<file path="src/hw/rtl/sfr_pkg.sv">
// sfr_pkg: shared types, constants and byte helpers for the stream find/replace block
// used by every module under hw/rtl; depends on nothing else

package sfr_pkg;

   localparam int unsigned MAX_PATTERN     = 8;
   localparam int unsigned MAX_REPLACEMENT = 8;
   localparam logic [7:0]  NEWLINE_BYTE    = 8'h0A;

   typedef enum logic [1:0] {
      REG_PATTERN_BYTES      = 2'd0,
      REG_PATTERN_LENGTH     = 2'd1,
      REG_REPLACEMENT_BYTES  = 2'd2,
      REG_REPLACEMENT_LENGTH = 2'd3
   } reg_index_type;

   typedef enum logic [2:0] {
      S_IDLE  = 3'd0,
      S_CMP   = 3'd1,
      S_FALL  = 3'd2,
      S_REPL  = 3'd3,
      S_FLUSH = 3'd4,
      S_NL    = 3'd5
   } scan_state_type;

   // one byte offered by the scanner to the output stage, plus end-of-item marker
   typedef struct packed {
      logic       valid;
      logic [7:0] data;
      logic       fin;
   } emit_type;

   function automatic logic [7:0] byte_sel(input logic [63:0] word, input logic [2:0] idx);
      byte_sel = word[{idx, 3'b000} +: 8];
   endfunction

   function automatic logic [3:0] clamp_plen(input logic [3:0] raw);
      logic [3:0] n;
      n = raw;
      if (n == 4'd0) n = 4'd1;
      if (32'(n) > MAX_PATTERN) n = 4'(MAX_PATTERN);
      clamp_plen = n;
   endfunction

   function automatic logic [3:0] clamp_rlen(input logic [3:0] raw);
      logic [3:0] n;
      n = raw;
      if (32'(n) > MAX_REPLACEMENT) n = 4'(MAX_REPLACEMENT);
      clamp_rlen = n;
   endfunction

endpackage

</file>
<file path="src/hw/rtl/stream_find_replace_core.sv">
// stream_find_replace_core: top level of the streaming find/replace block
// depends on sfr_pkg, sfr_fallback_table, sfr_scanner, sfr_out_stage
//
// Usage:
//   req_* carries one text byte per beat (req_end_of_stream marks the final byte).
//   rsp_* returns the rewritten stream, zero to nine beats per input byte;
//   rsp_last_of_run is set on the final beat caused by one input byte.
//   csr_* writes pattern bytes/length and replacement bytes/length; write only while idle.
//   Each input byte runs through a small sequencer sharing one byte comparator:
//   a plain byte is accepted and then compared; every fallback step adds a compare
//   plus the release of each dropped byte, and a full match adds the emission of
//   each replacement byte. A newline is accepted, then the held bytes are flushed
//   (the flush step is taken even when nothing is held) and the newline is sent; end of
//   stream appends the same flush and newline after the compare. req_ready is low
//   while a byte is in work.
//   The first rsp beat of a byte goes from the sequencer into the hold slot and then the
//   output register, since each beat waits in the hold slot until the next one (or the end
//   of the byte) is known.
//   A write to the pattern rebuilds the fallback table, one compare per cycle;
//   req_ready stays low meanwhile.
//   Reset clears the held match, the table and the output stage; pattern length is 1.
//   When the receiver stalls, beats back up into the hold slot and the sequencer waits.

module stream_find_replace_core import sfr_pkg::*; (
   input  logic        clock,
   input  logic        reset,
   input  logic        req_valid,
   output logic        req_ready,
   input  logic [7:0]  req_in_byte,
   input  logic        req_end_of_stream,
   output logic        rsp_valid,
   input  logic        rsp_ready,
   output logic [7:0]  rsp_out_byte,
   output logic        rsp_last_of_run,
   input  logic        csr_we,
   input  logic [1:0]  csr_index,
   input  logic [63:0] csr_wdata
);

   logic [63:0] pattern_ff, pattern_in;
   logic [3:0]  plen_ff, plen_in;
   logic [63:0] rep_ff, rep_in;
   logic [3:0]  rlen_ff, rlen_in;
   logic        pat_wr;
   logic [3:0]  plen_eff;
   logic [3:0]  rlen_eff;
   logic [2:0]  tbl_addr;
   logic [2:0]  tbl_data;
   logic        tbl_busy;
   logic        push_ok;
   emit_type    emit;
   reg_index_type csr_reg;

   assign csr_reg  = reg_index_type'(csr_index);
   assign pat_wr   = csr_we && (csr_reg == REG_PATTERN_BYTES || csr_reg == REG_PATTERN_LENGTH);
   assign plen_eff = clamp_plen(plen_ff);
   assign rlen_eff = clamp_rlen(rlen_ff);

   always_comb begin
      pattern_in = pattern_ff;
      plen_in    = plen_ff;
      rep_in     = rep_ff;
      rlen_in    = rlen_ff;
      if (csr_we) begin
         case (csr_reg)
            REG_PATTERN_BYTES:      pattern_in = csr_wdata;
            REG_PATTERN_LENGTH:     plen_in    = csr_wdata[3:0];
            REG_REPLACEMENT_BYTES:  rep_in     = csr_wdata;
            REG_REPLACEMENT_LENGTH: rlen_in    = csr_wdata[3:0];
            default: begin
               pattern_in = pattern_ff;
            end
         endcase
      end
   end

   always_ff @(posedge clock) begin
      if (reset) begin
         pattern_ff <= 64'd0;
         plen_ff    <= 4'd1;
         rep_ff     <= 64'd0;
         rlen_ff    <= 4'd0;
      end else begin
         pattern_ff <= pattern_in;
         plen_ff    <= plen_in;
         rep_ff     <= rep_in;
         rlen_ff    <= rlen_in;
      end
   end

   sfr_fallback_table u_table (
      .clock   (clock),
      .reset   (reset),
      .start   (pat_wr),
      .pattern (pattern_ff),
      .plen    (plen_eff),
      .rd_addr (tbl_addr),
      .rd_data (tbl_data),
      .busy    (tbl_busy)
   );

   sfr_scanner u_scanner (
      .clock             (clock),
      .reset             (reset),
      .pat_wr            (pat_wr),
      .pattern           (pattern_ff),
      .plen              (plen_eff),
      .replacement       (rep_ff),
      .rlen              (rlen_eff),
      .tbl_busy          (tbl_busy),
      .tbl_addr          (tbl_addr),
      .tbl_data          (tbl_data),
      .req_valid         (req_valid),
      .req_ready         (req_ready),
      .req_in_byte       (req_in_byte),
      .req_end_of_stream (req_end_of_stream),
      .push_ok           (push_ok),
      .emit              (emit)
   );

   sfr_out_stage u_out (
      .clock           (clock),
      .reset           (reset),
      .emit            (emit),
      .push_ok         (push_ok),
      .rsp_valid       (rsp_valid),
      .rsp_ready       (rsp_ready),
      .rsp_out_byte    (rsp_out_byte),
      .rsp_last_of_run (rsp_last_of_run)
   );

endmodule

</file>
<file path="src/hw/rtl/sfr_fallback_table.sv">
// sfr_fallback_table: prefix fallback table and its iterative rebuild engine
// one byte compare per cycle; depends on sfr_pkg

module sfr_fallback_table import sfr_pkg::*; (
   input  logic        clock,
   input  logic        reset,
   input  logic        start,
   input  logic [63:0] pattern,
   input  logic [3:0]  plen,
   input  logic [2:0]  rd_addr,
   output logic [2:0]  rd_data,
   output logic        busy
);

   logic [2:0] tbl_ff [8];
   logic [2:0] tbl_in [8];
   logic       busy_ff, busy_in;
   logic [3:0] i_ff, i_in;
   logic [2:0] k_ff, k_in;
   logic [7:0] byte_i, byte_k;
   logic       bytes_eq;
   logic [2:0] tbl_addr;
   logic [2:0] tbl_rd;

   assign byte_i   = byte_sel(pattern, i_ff[2:0]);
   assign byte_k   = byte_sel(pattern, k_ff);
   assign bytes_eq = (byte_i == byte_k);
   // the rebuild owns the read port while it runs
   assign tbl_addr = busy_ff ? (k_ff - 3'd1) : rd_addr;
   assign tbl_rd   = tbl_ff[tbl_addr];
   assign rd_data  = tbl_rd;
   assign busy     = busy_ff;

   always_comb begin
      tbl_in  = tbl_ff;
      busy_in = busy_ff;
      i_in    = i_ff;
      k_in    = k_ff;
      if (start) begin
         for (int e = 0; e < 8; e++) tbl_in[e] = 3'd0;
         busy_in = 1'b1;
         i_in    = 4'd1;
         k_in    = 3'd0;
      end else if (busy_ff) begin
         if (i_ff >= plen) begin
            busy_in = 1'b0;
         end else if (!bytes_eq && k_ff != 3'd0) begin
            k_in = tbl_rd;
         end else if (bytes_eq) begin
            k_in = k_ff + 3'd1;
            tbl_in[i_ff[2:0]] = k_ff + 3'd1;
            i_in = i_ff + 4'd1;
         end else begin
            tbl_in[i_ff[2:0]] = 3'd0;
            i_in = i_ff + 4'd1;
         end
      end
   end

   always_ff @(posedge clock) begin
      if (reset) begin
         for (int e = 0; e < 8; e++) tbl_ff[e] <= 3'd0;
         busy_ff <= 1'b0;
         i_ff    <= 4'd1;
         k_ff    <= 3'd0;
      end else begin
         tbl_ff  <= tbl_in;
         busy_ff <= busy_in;
         i_ff    <= i_in;
         k_ff    <= k_in;
      end
   end

   // a border of a one-byte prefix is always empty
   assert property (@(posedge clock) disable iff (reset) tbl_ff[0] == 3'd0)
      else $error("fallback entry zero not empty");

   // the running border stays shorter than the prefix being scanned
   assert property (@(posedge clock) disable iff (reset)
      busy_ff && (i_ff < plen) |-> ({1'b0, k_ff} < i_ff))
      else $error("fallback border not shorter than prefix");

endmodule

</file>
<file path="src/hw/rtl/sfr_scanner.sv">
// sfr_scanner: per-byte match sequencer, one pattern compare or one emitted byte per cycle
// while push_ok is high; depends on sfr_pkg; reads the fallback table, feeds sfr_out_stage

module sfr_scanner import sfr_pkg::*; (
   input  logic        clock,
   input  logic        reset,
   input  logic        pat_wr,
   input  logic [63:0] pattern,
   input  logic [3:0]  plen,
   input  logic [63:0] replacement,
   input  logic [3:0]  rlen,
   input  logic        tbl_busy,
   output logic [2:0]  tbl_addr,
   input  logic [2:0]  tbl_data,
   input  logic        req_valid,
   output logic        req_ready,
   input  logic [7:0]  req_in_byte,
   input  logic        req_end_of_stream,
   input  logic        push_ok,
   output emit_type    emit
);

   scan_state_type state_ff, state_in;
   logic [7:0] c_ff, c_in;
   logic       last_ff, last_in;
   logic [2:0] q_ff, q_in;
   logic [3:0] j_ff, j_in;
   logic [2:0] f_ff, f_in;
   logic       fin_pend_ff, fin_pend_in;

   logic [7:0]     cmp_byte, pat_j, rep_j;
   logic           eq;
   logic [3:0]     q_plus;
   logic [3:0]     span;
   logic           accept;
   scan_state_type tail_state;

   assign cmp_byte   = byte_sel(pattern, q_ff);
   assign eq         = (cmp_byte == c_ff);
   assign pat_j      = byte_sel(pattern, j_ff[2:0]);
   assign rep_j      = byte_sel(replacement, j_ff[2:0]);
   assign q_plus     = {1'b0, q_ff} + 4'd1;
   assign span       = {1'b0, q_ff} - {1'b0, f_ff};
   assign tbl_addr   = q_ff - 3'd1;
   assign accept     = req_valid && req_ready;
   assign tail_state = last_ff ? S_FLUSH : S_IDLE;

   // outputs
   always_comb begin
      emit      = '0;
      req_ready = 1'b0;
      case (state_ff)
         S_IDLE: begin
            emit.fin  = fin_pend_ff;
            req_ready = !tbl_busy && (!fin_pend_ff || push_ok);
         end
         S_CMP: begin
            emit.valid = (q_ff == 3'd0) && !eq;
            emit.data  = c_ff;
         end
         S_FALL: begin
            emit.valid = 1'b1;
            emit.data  = pat_j;
         end
         S_REPL: begin
            emit.valid = 1'b1;
            emit.data  = rep_j;
         end
         S_FLUSH: begin
            emit.valid = (q_ff != 3'd0);
            emit.data  = pat_j;
         end
         S_NL: begin
            emit.valid = 1'b1;
            emit.data  = NEWLINE_BYTE;
         end
         default: begin
            emit = '0;
         end
      endcase
   end

   // next state
   always_comb begin
      state_in    = state_ff;
      c_in        = c_ff;
      last_in     = last_ff;
      q_in        = q_ff;
      j_in        = j_ff;
      f_in        = f_ff;
      fin_pend_in = fin_pend_ff;
      case (state_ff)
         S_IDLE: begin
            if (fin_pend_ff && push_ok) fin_pend_in = 1'b0;
            if (accept) begin
               c_in    = req_in_byte;
               last_in = req_end_of_stream;
               j_in    = 4'd0;
               if (req_in_byte == NEWLINE_BYTE) begin
                  state_in = S_FLUSH;
               end else begin
                  state_in = S_CMP;
                  if ({1'b0, q_ff} >= plen) q_in = 3'd0;
               end
            end
         end
         S_CMP: begin
            if (q_ff != 3'd0 && !eq) begin
               // mismatch: release the bytes that the fallback drops
               f_in     = tbl_data;
               j_in     = 4'd0;
               state_in = S_FALL;
            end else if (eq) begin
               j_in = 4'd0;
               if (q_plus == plen) begin
                  q_in = 3'd0;
                  if (rlen != 4'd0) begin
                     state_in = S_REPL;
                  end else begin
                     state_in    = tail_state;
                     fin_pend_in = !last_ff;
                  end
               end else begin
                  q_in        = q_plus[2:0];
                  state_in    = tail_state;
                  fin_pend_in = !last_ff;
               end
            end else if (push_ok) begin
               j_in        = 4'd0;
               state_in    = tail_state;
               fin_pend_in = !last_ff;
            end
         end
         S_FALL: begin
            if (push_ok) begin
               if (j_ff + 4'd1 == span) begin
                  q_in     = f_ff;
                  state_in = S_CMP;
               end else begin
                  j_in = j_ff + 4'd1;
               end
            end
         end
         S_REPL: begin
            if (push_ok) begin
               if (j_ff + 4'd1 == rlen) begin
                  j_in        = 4'd0;
                  state_in    = tail_state;
                  fin_pend_in = !last_ff;
               end else begin
                  j_in = j_ff + 4'd1;
               end
            end
         end
         S_FLUSH: begin
            if (q_ff == 3'd0) begin
               state_in = S_NL;
            end else if (push_ok) begin
               if (j_ff + 4'd1 == {1'b0, q_ff}) begin
                  q_in     = 3'd0;
                  state_in = S_NL;
               end else begin
                  j_in = j_ff + 4'd1;
               end
            end
         end
         S_NL: begin
            if (push_ok) begin
               state_in    = S_IDLE;
               fin_pend_in = 1'b1;
            end
         end
         default: begin
            state_in = S_IDLE;
         end
      endcase
      // a new pattern drops any held partial match
      if (pat_wr) q_in = 3'd0;
   end

   always_ff @(posedge clock) begin
      if (reset) begin
         state_ff    <= S_IDLE;
         q_ff        <= 3'd0;
         fin_pend_ff <= 1'b0;
      end else begin
         state_ff    <= state_in;
         q_ff        <= q_in;
         fin_pend_ff <= fin_pend_in;
      end
   end

   always_ff @(posedge clock) begin
      c_ff    <= c_in;
      last_ff <= last_in;
      j_ff    <= j_in;
      f_ff    <= f_in;
   end

   // held partial match is always shorter than the pattern
   assert property (@(posedge clock) disable iff (reset) {1'b0, q_ff} < plen)
      else $error("held match not shorter than pattern");

   // a fallback always shortens the held match
   assert property (@(posedge clock) disable iff (reset) state_ff == S_FALL |-> f_ff < q_ff)
      else $error("fallback does not shorten match");

endmodule

</file>
<file path="src/hw/rtl/sfr_out_stage.sv">
// sfr_out_stage: one-beat hold slot plus output register; tags the final beat of each byte
// depends on sfr_pkg; driven by sfr_scanner

module sfr_out_stage import sfr_pkg::*; (
   input  logic       clock,
   input  logic       reset,
   input  emit_type   emit,
   output logic       push_ok,
   output logic       rsp_valid,
   input  logic       rsp_ready,
   output logic [7:0] rsp_out_byte,
   output logic       rsp_last_of_run
);

   logic       pend_valid_ff, pend_valid_in;
   logic [7:0] pend_byte_ff, pend_byte_in;
   logic       rsp_valid_ff, rsp_valid_in;
   logic [7:0] rsp_byte_ff, rsp_byte_in;
   logic       rsp_last_ff, rsp_last_in;
   logic       out_free;

   assign out_free = !rsp_valid_ff || rsp_ready;
   assign push_ok  = !pend_valid_ff || out_free;

   // a beat waits in the hold slot until we know whether another follows it
   always_comb begin
      pend_valid_in = pend_valid_ff;
      pend_byte_in  = pend_byte_ff;
      rsp_valid_in  = rsp_valid_ff;
      rsp_byte_in   = rsp_byte_ff;
      rsp_last_in   = rsp_last_ff;
      if (rsp_valid_ff && rsp_ready) rsp_valid_in = 1'b0;
      if (push_ok) begin
         if (emit.valid) begin
            if (pend_valid_ff) begin
               rsp_valid_in = 1'b1;
               rsp_byte_in  = pend_byte_ff;
               rsp_last_in  = 1'b0;
            end
            pend_valid_in = 1'b1;
            pend_byte_in  = emit.data;
         end else if (emit.fin && pend_valid_ff) begin
            rsp_valid_in  = 1'b1;
            rsp_byte_in   = pend_byte_ff;
            rsp_last_in   = 1'b1;
            pend_valid_in = 1'b0;
         end
      end
   end

   always_ff @(posedge clock) begin
      if (reset) begin
         pend_valid_ff <= 1'b0;
         rsp_valid_ff  <= 1'b0;
      end else begin
         pend_valid_ff <= pend_valid_in;
         rsp_valid_ff  <= rsp_valid_in;
      end
   end

   always_ff @(posedge clock) begin
      pend_byte_ff <= pend_byte_in;
      rsp_byte_ff  <= rsp_byte_in;
      rsp_last_ff  <= rsp_last_in;
   end

   assign rsp_valid       = rsp_valid_ff;
   assign rsp_out_byte    = rsp_byte_ff;
   assign rsp_last_of_run = rsp_last_ff;

   // closing a byte's run moves the held beat out tagged as last and empties the slot
   assert property (@(posedge clock) disable iff (reset)
      emit.fin && !emit.valid && pend_valid_ff && push_ok
      |=> rsp_valid_ff && rsp_last_ff && !pend_valid_ff)
      else $error("run close did not deliver last beat");

endmodule
</file>
<file path="config.mk">
export PLATFORM = sky130hd
export DESIGN_NAME = stream_find_replace_core
export DESIGN_NICKNAME = d
export VERILOG_FILES = /design/src/hw/rtl/sfr_pkg.sv /design/src/hw/rtl/stream_find_replace_core.sv /design/src/hw/rtl/sfr_fallback_table.sv /design/src/hw/rtl/sfr_scanner.sv /design/src/hw/rtl/sfr_out_stage.sv
export SDC_FILE = /design/constraint.sdc
export NUM_CORES = 1
export LEC_CHECK = 0
export BUFFER_PORTS_ARGS = -buffer_cell sky130_fd_sc_hd__clkbuf_2
export CELL_PAD_IN_SITES_DETAIL_PLACEMENT = 0
export CELL_PAD_IN_SITES_GLOBAL_PLACEMENT = 1
export CORE_AREA = 4 4 128 191
export DETAILED_ROUTE_END_ITERATION = 10
export DIE_AREA = 0 0 132 195
export PLACE_DENSITY = 0.86
export SLEW_MARGIN = 10
export SYNTH_ARGS = -nofsm -noshare
export SYNTH_HDL_FRONTEND = slang
export SYNTH_SLANG_ARGS = --single-unit
</file>
<file path="constraint.sdc">
create_clock -name clock -period 7.77 [get_ports clock]
set_input_delay 0.777 -clock clock [delete_from_list [all_inputs] [get_ports clock]]
set_output_delay 0.777 -clock clock [all_outputs]
set_load 0.01 [all_outputs]
</file>
### Word-level counts from Yosys, hierarchy flattened

Index checks and enable logic that the tools add are counted.

| storage, ports and cells | value |
|---|---|
| flip-flop bits (word level) | 210 |
| output and inout port bits | 11 |
| logic and storage cells | 221 |

| cells by class | value |
|---|---|
| $add $sub $neg | 7 |
| magnitude comparators | 7 |
| eq/ne operators | 37 |
| shift operators | 5 |
| multiplexer cells | 83 |
| bitwise operators | 6 |
| reduce and logical (&&, ||, !) cells | 49 |

Operators by type and width:

| kind | number |
|---|---|
| 64-bit by 7-bit indexed part select with 8-bit output | 5 |
| 3-bit 2-to-1 mux | 33 |
| 4-bit 2-to-1 mux | 14 |
| 9-bit one-hot mux with 5 select lines | 1 |
| 24-bit AND | 1 |
| 24-bit bitwise mux | 1 |
| 1-bit 2-to-1 mux | 24 |
| 24-bit 2-to-1 mux | 1 |
| 8-bit 2-to-1 mux | 3 |
| 2-bit by 1-bit inequality test with 1-bit output (second input constant) | 12 |
| 24-bit inverter | 1 |
| 4-bit one-hot mux with 5 select lines | 1 |
| 3-bit one-hot mux with 6 select lines | 1 |
| 9-bit AND reduction | 2 |
| 8-bit == test | 2 |
| 2-bit AND reduction | 8 |
| 4-bit == test | 3 |
| 3-bit one-hot mux with 4 select lines | 1 |
| 4-bit nonzero test | 3 |
| 11-bit AND reduction | 1 |
| 1-bit logical AND | 10 |
| 2-bit inequality test (second input constant) | 5 |
| 3-bit binary-select mux with 3-bit select | 1 |
| 3-bit demux with 3-bit select | 1 |
| other kinds (34) | 59 |

### Longest topological paths before layout

Gate-level depths: netlist (run 1).

| depth | value |
|---|---|
| word-level depth | 9 |
| gate-level depth with buffers | 14 |

### Modules after synthesis

From an unflattened synthesis (run 1), not the netlist that was laid out.

| second synthesis, totals | value |
|---|---|
| cell total of the unflattened synthesis | 1135 |
| area, all modules | 12679.7 µm² |

Modules (own cells, without submodules):

| module | times used | cells each | area each (µm²) | sequential area each (µm²) |
|---|---|---|---|---|
| stream_find_replace_core | 1 | 525 | 5625.4 | 2722.6 |
| sfr_scanner | 1 | 329 | 3462.1 | 620.6 |
| sfr_fallback_table | 1 | 252 | 2975.4 | 640.6 |
| sfr_out_stage | 1 | 29 | 616.8 | 550.5 |

### Worst setup path after synthesis (run 1)

Ideal clock, no wire load.

| timing | value |
|---|---|
| path kind | reg-to-reg |
| start point | register u_scanner.q_ff[0] |
| end point | register u_scanner.j_ff[0] (enable) |
| setup time | 274 ps |
| arrival | 2584 ps |
| path slack | 4911 ps |
| cell stages (with the launch flop) | 13 |
| path buffers | 2 |
| period minus slack after synthesis | 2859 ps |
| cells stage by stage | dfxtp_1 buf_4 buf_4 inv_1 ha_1 fa_1 xnor2_1 xnor2_1 o2111ai_1 a211oi_1 nor2_1 a21oi_1 a21oi_1 |

| between the ends | value |
|---|---|
| longest elaborated chain between the ends | 6 |
| elaborated cells on any way between the ends | 14 |
| classes of those cells | add/sub: 1; eq/ne: 7; shift: 1; reduce/logical: 5 |

Ends and longest elaborated chain:

| element | line | source |
|---|---|---|
| start, declared | sfr_scanner.sv:26 | `logic [2:0] q_ff, q_in;` |
| start signal, assigned | sfr_scanner.sv:188 | `q_ff <= q_in;` |
| 64-bit by 7-bit indexed part select with 8-bit output | sfr_pkg.sv:34 | `byte_sel = word[{idx, 3'b000} +: 8];` |
| 8-bit == test | sfr_scanner.sv:39 | `assign eq = (cmp_byte == c_ff);` |
| 1-bit zero test | sfr_scanner.sv:108 | `if (q_ff != 3'd0 && !eq) begin` |
| 1-bit logical AND | sfr_scanner.sv:108 |  |
| 4-bit by 1-bit inequality test with 1-bit output (no source line) | -- |  |
| 9-bit AND reduction (no source line) (*) | -- |  |
| end signal, assigned | sfr_scanner.sv:196 | `j_ff <= j_in;` |
| end, declared | sfr_scanner.sv:27 | `logic [3:0] j_ff, j_in;` |

Every way passes the cells marked *; elsewhere a longest branch is shown, timed or not.
A chain may end at the register's enable or synchronous reset.

### Worst setup path in the final report (run 1)

| timing | value |
|---|---|
| start point | register u_table.k_ff[1] |
| end point | register u_table.tbl_ff[15] (netlist name) |

| between the ends | value |
|---|---|
| longest elaborated chain between the ends | 6 |
| elaborated cells on any way between the ends | 8 |
| classes of those cells | eq/ne: 1; shift: 1; mux: 1; bitwise: 1; reduce/logical: 4 |

Ends and longest elaborated chain:

| element | line | source |
|---|---|---|
| start, declared | sfr_fallback_table.sv:19 | `logic [2:0] k_ff, k_in;` |
| start signal, assigned | sfr_fallback_table.sv:70 | `k_ff <= k_in;` |
| 64-bit by 7-bit indexed part select with 8-bit output | sfr_pkg.sv:34 |  |
| 8-bit == test | sfr_fallback_table.sv:27 | `assign bytes_eq = (byte_i == byte_k);` |
| 1-bit zero test | sfr_fallback_table.sv:47 | `end else if (!bytes_eq && k_ff != 3'd0) begin` |
| 1-bit logical AND | sfr_fallback_table.sv:47 |  |
| 1-bit inverter (no source line) | -- |  |
| 3-bit AND reduction (no source line) | -- |  |
| end signal, assigned | sfr_fallback_table.sv:67 | `tbl_ff <= tbl_in;` |
| end, declared | sfr_fallback_table.sv:15 | `logic [2:0] tbl_ff [8];` |

Parallel ways exist; a longest one is shown, timed or not.

==> flow_metrics.env, run 1 <==
export IMPL_antenna_found_initial=0
export IMPL_htreeDepth=1
export IMPL_fin_crit_sh=0.534
export IMPL_cp_end_kind="register"
export IMPL_ys_flop_type="dfxtp_1"
export IMPL_setup_slack_ns=3.62
export IMPL_yosysWarnings=0
export IMPL_io_buffers=90
export IMPL_initial_core_util=0.500
export IMPL_multi_input_area_um2=6430
export IMPL_rows=68
export IMPL_dp_slack_ns=3.78
export IMPL_yosys_top_cells_area="dfxtp_1 31%, mux4_2 15%, nand2_1 9.8%"
export IMPL_grt_max_degree=77
export IMPL_die_x_um=132
export IMPL_cts_hold_buf=0
export IMPL_synth_cells=1237
export IMPL_clk_pin_slew_worst_paths_ns=0.07
export IMPL_root_buffer="clkbuf_16"
export IMPL_cts_buffer_depth=3
export IMPL_finalPower_mw=3.43
export IMPL_ys_seq_area_frac=0.396
export IMPL_drt_iter0_markers=728
export IMPL_setup_viol=0
export IMPL_hold_viol=0
export IMPL_power_density_nw_per_um2=270
export IMPL_cp_arrival_ns=4.53
export IMPL_route_detailed_drc=0
export IMPL_final_cells=1569
export IMPL_synth_area_um2=11400
export IMPL_cp_required_ns=8.16
export IMPL_ys_ff_latch=210
export IMPL_cp_max_fo=19
export IMPL_worstSetupPathType="reg2reg"
export IMPL_globalRouteOverflowTotal=0
export IMPL_avgSynthCellArea_um2=9.25
export IMPL_fp_dieArea_um2=25700
export IMPL_async_flop_share=0
export IMPL_regArea_um2=4530
export IMPL_fin_crit_ns=4.15
export IMPL_p_leak_nw=4.57
export IMPL_fin_skew_ns=0.0183
export IMPL_hpwl_um=24600
export IMPL_syn_nets=1335
export IMPL_synth_edf_count=33
export IMPL_cts_resized=0
export IMPL_status="completed"
export IMPL_numCtsBuffers=21
export IMPL_grt_first_pass_wirelength_um=52300
export IMPL_crit_path_start_kind="register"
export IMPL_numClockSinks=210
export IMPL_drive_gt1_frac=0.185
export IMPL_synth_top_cell_area_share=0.310
export IMPL_core_um2=22900
export IMPL_fmax_mhz=241
export IMPL_layout_common_cells="300 x nand2_1, 177 x dfxtp_1, 173 x a21oi_1, 89 x clkbuf_2, 74 x mux4_2"
export IMPL_synthDistinctLibCells=69
export IMPL_drt_wirelength_per_cell_um=21.2
export IMPL_final_nets=1372
export IMPL_worstSkewPairLatency_ns=0.51
export IMPL_gp_congestion=0.942
export IMPL_wirelength_um=33300
export IMPL_postCtsSetupRepairBufs=0
export IMPL_report_final_slew_viol_count=0
export IMPL_dp_cells=1531
export IMPL_yosysTopAreaCell="dfxtp_1"
export IMPL_tightestPinTransition_ns=1.08
export IMPL_track_usage=0.254
export IMPL_drt_first_pass_iters=5
export IMPL_worst_slew_margin_rel=0.280
export IMPL_cts_tree="done"
export IMPL_diodes=0
export IMPL_final_common_cell="nand2_1"
export IMPL_setup_tns_ns=0
export IMPL_vias=9653
export IMPL_grt_pass1_vias=9568
export IMPL_drtAntennaViolNets=0
export IMPL_hp_class="reg2reg"
export IMPL_syn2layout_area_growth_pct=11.2
export IMPL_num_fill_cells=2081
export IMPL_post_route_util=0.556
export IMPL_io_pins=91
export IMPL_vias_per_cell=6.15
export IMPL_drv_cap=0
export IMPL_rsz0062_at_grt="no"
export IMPL_die_h_um=195
export IMPL_peakVddDrop_uv=191
## kinds of logic after synthesis
logic type	after synthesis	synth area share
multiplexers	139	0.204
AND/OR/NAND/NOR	447	0.171
XOR/XNOR	27	0.0207
adder cells (fa/ha/maj)	18	0.0203
AO/OA/AOI/OAI	278	0.145
flip-flops	210	0.396
buffers and inverters	118	0.0429
## critical path, cell delays in order (launching register included)
cell and delay, ns:
dfxtp_1 0.90, mux4_2 0.41, mux2_2 0.29, o2111ai_1 0.10, nor4b_1 0.27, nand4_1 0.54, a21oi_1 0.99, a21oi_1 0.24
a22o_1 0.29
## power by group
part | total (mW) | internal, mW | switching [mW] | leakage, nW
combinational | 1.01 | 0.416 | 0.595 | 2.45
sequential | 1.35 | 1.24 | 0.112 | 1.75
clock | 1.07 | 0.645 | 0.422 | 0.366
## path summary, 6_finish.rpt
kind	startpoint	endpoint	slack (ns)	cells after the start
setup / recovery	u_table.k_ff[1]$_SDFFE_PP0P_	u_table.tbl_ff[15]$_SDFFE_PP0P_	3.62	8
hold / removal	u_out.pend_byte_ff[4]$_SDFFCE_PN0P_	u_out.rsp_out_byte[4]$_DFFE_PP_	0.41	0
setup reg to reg	u_table.k_ff[1]$_SDFFE_PP0P_	u_table.tbl_ff[15]$_SDFFE_PP0P_	3.62	8
hold reg to reg	u_out.pend_byte_ff[4]$_SDFFCE_PN0P_	u_out.rsp_out_byte[4]$_DFFE_PP_	0.41	0
## sequential cells by signal (all words and copies together), names as in the netlist, 3 cells and up
signal and count:
u_out.rsp_out_byte 8, rep_ff 64, rlen_ff 4, pattern_ff 64
u_table.k_ff 3, plen_ff 4, u_scanner.j_ff 4, u_out.pend_byte_ff 8
u_scanner.f_ff 3, u_scanner.state_ff 3, u_scanner.q_ff 3, u_scanner.c_ff 8
u_table.tbl_ff 24, u_table.i_ff 4
## layout make-up
class / count / area share
multi-input cells: 909 / 0.506
flip-flops and latches: 210 / 0.356
clock buffers: 31 / 0.0507
repair buffers: 105 / 0.0445
well taps: 280 / 0.0275
inverters: 27 / 0.00797
clock inverters: 7 / 0.00728
## metal layers
layer / routed length, um / share of wire / up-vias / track usage
li1: - / - / 4517 / -
met1: 12400 / 0.37 / 4671 / 0.288
met2: 17400 / 0.52 / 349 / 0.467
met3: 1410 / 0.042 / 116 / 0.0245
met4: 2090 / 0.063 / 0 / 0.136
met5: 0 / 0 / - / 0
## stage by stage
stage	cell area (um2)	hold WS, ns
after global routing	12700	0.424
final	12700	0.409
after detailed placement	12000	0.405
after CTS	12700	0.415
after floorplan	11400	0.400
after global placement	12000	0.401
## synthesized netlist by cell type (12+ instances only)
cell / count
a21oi_1: 173
a22o_1: 14
buf_2: 14
clkbuf_1: 64
dfxtp_1: 177
edfxtp_1: 33
ha_1: 17
inv_1: 24
mux2i_1: 53
mux4_2: 74
nand2_1: 300
nand3_1: 21
nor2_1: 51
nor2b_1: 12
o21ai_0: 20
xor2_1: 20
No activity file was read; power rests on OpenSTA's default activity.
==> run 2: changes to the inputs <==
CORE_AREA = 4 4 140 210   (was 4 4 128 191)
DIE_AREA = 0 0 144 214   (was 0 0 132 195)
PLACE_DENSITY = 0.76   (was 0.86)
clock period = 3.7 ns   (was 7.77 ns; I/O delays follow)
==> flow_metrics.env, run 2 (same netlist as run 1, synthesis figures left out) <==
export IMPL_numCtsBuffers=22
export IMPL_peakVddDrop_uv=301
export IMPL_worstSetupPathDepth=11
export IMPL_hpwl_um=26500
export IMPL_drt_wirelength_per_cell_um=21.5
export IMPL_grt_first_pass_wirelength_um=55000
export IMPL_placed_cell_area_um2=12200
export IMPL_die_x_um=144
export IMPL_dp_slack_ns=0.550
export IMPL_cpPeakStageDelay_ns=0.79
export IMPL_design_area_um2=13000
export IMPL_worstSetupPathType="reg2reg"
export IMPL_cp_top_family="compound AO/OA/AOI/OAI gates"
export IMPL_cp_slowest_cell="dfxtp_1"
export IMPL_io_pins=91
export IMPL_whs_path_depth=1
export IMPL_p_leak_nw=4.68
export IMPL_postCtsSetupRepairBufs=0
export IMPL_rows=75
export IMPL_crit_chain="buf_4 > and3b_1 > o21ai_0 > a41oi_1 > nor4b_1 > nand4_1 > buf_4 > a21oi_1 > buf_4 > a21oi_1 > a22o_1"
export IMPL_drt_first_pass_iters=5
export IMPL_reg_top3="pattern_ff x64, rep_ff x64, u_table.tbl_ff x24"
export IMPL_cp_required_ns=4.12
export IMPL_setup_tns_ns=0
export IMPL_layout_common_cells="300 x nand2_1, 177 x dfxtp_1, 173 x a21oi_1, 89 x clkbuf_2, 74 x mux4_2"
export IMPL_htreeDepth=1
export IMPL_worst_slew_margin_rel=0.373
export IMPL_fp_dieArea_um2=30800
export IMPL_cts_resized=0
export IMPL_cp_max_fo=18
export IMPL_fin_crit_sh=0.868
export IMPL_cp_arrival_ns=3.63
export IMPL_globalRouteOverflowTotal=0
export IMPL_worstSkewPairLatency_ns=0.53
export IMPL_diodes=0
export IMPL_vias_per_cell=5.75
export IMPL_crit_top_cell="buf_4"
export IMPL_track_usage=0.230
export IMPL_crit_buf_inv=3
export IMPL_gp_congestion=0.974
export IMPL_post_route_util=0.469
export IMPL_antenna_found_initial=0
export IMPL_worst_r2r_cell_count=11
export IMPL_initial_core_util=0.413
export IMPL_fin_skew_ns=0.00932
export IMPL_fmax_mhz=311
export IMPL_rsz0062_at_grt="no"
export IMPL_setup_slack_ns=0.487
export IMPL_num_fill_cells=2687
export IMPL_r2r_slack_ns=0.49
export IMPL_io_buffers=90
export IMPL_grt_max_degree=90
export IMPL_cts_hold_buf=0
export IMPL_drive_gt1_frac=0.196
export IMPL_final_common_cell="nand2_1"
export IMPL_hp_class="in2reg"
export IMPL_crit_path_start_kind="register"
export IMPL_root_buffer="clkbuf_16"
export IMPL_cts_tree="done"
export IMPL_final_cells=1657
export IMPL_drtAntennaViolNets=0
export IMPL_syn2layout_area_growth_pct=13.5
export IMPL_vias=9527
export IMPL_tightestPinTransition_ns=0.941
export IMPL_die_h_um=214
export IMPL_fin_crit_ns=3.21
export IMPL_clk_pin_slew_worst_paths_ns=0.06
export IMPL_power_density_nw_per_um2=567
export IMPL_finalPower_mw=7.36
export IMPL_status="completed"
export IMPL_final_nets=1393
export IMPL_cts_buffer_depth=3
export IMPL_hold_viol=0
export IMPL_cp_end_kind="register"
export IMPL_dp_cells=1617
export IMPL_drt_iter0_markers=768
export IMPL_setup_viol=0
export IMPL_drv_cap=0
export IMPL_grt_pass1_vias=9284
export IMPL_report_final_slew_viol_count=0
export IMPL_hold_slack_ns=0.0198
export IMPL_wirelength_um=35700
export IMPL_route_detailed_drc=0
export IMPL_numClockSinks=210
export IMPL_core_um2=27700
-- run 2: area by class of cell --
type                            count  area, um2  area share
Clock buffer                       35        671      0.0517
Timing Repair Buffer              125        728      0.0561
Clock inverter                      5       78.8     0.00607
Tap cell                          346        433      0.0334
Inverter                           27        101     0.00781
Multi-Input combinational cell    909       6430       0.496
Sequential cell                   210       4530       0.349
-- run 2: power by group --
| group | switching [mW] | internal (mW) | total (mW) |
|---|---|---|---|
| registers | 0.211 | 2.61 | 2.82 |
| clock network | 0.932 | 1.38 | 2.31 |
| logic | 1.31 | 0.913 | 2.23 |
-- run 2: final timing paths --
kind                                                           from                               to
worst max register to register         u_table.i_ff[2]$_SDFFE_PP0P_  u_table.tbl_ff[21]$_SDFFE_PP0P_
worst min-delay path                              req_end_of_stream      u_scanner.last_ff$_DFFE_PP_
worst max-delay path                   u_table.i_ff[2]$_SDFFE_PP0P_  u_table.tbl_ff[21]$_SDFFE_PP0P_
worst min register to register  u_out.pend_byte_ff[0]$_SDFFCE_PN0P_  u_out.rsp_out_byte[0]$_DFFE_PP_
-- run 2: metal layers --
metal / vias to the layer above / routed length, um / track usage
li1: 4564 / - / -
met1: 4536 / 13700 / 0.272
met2: 317 / 18800 / 0.413
met3: 110 / 1250 / 0.0228
met4: 0 / 1910 / 0.103
met5: - / 0 / 0
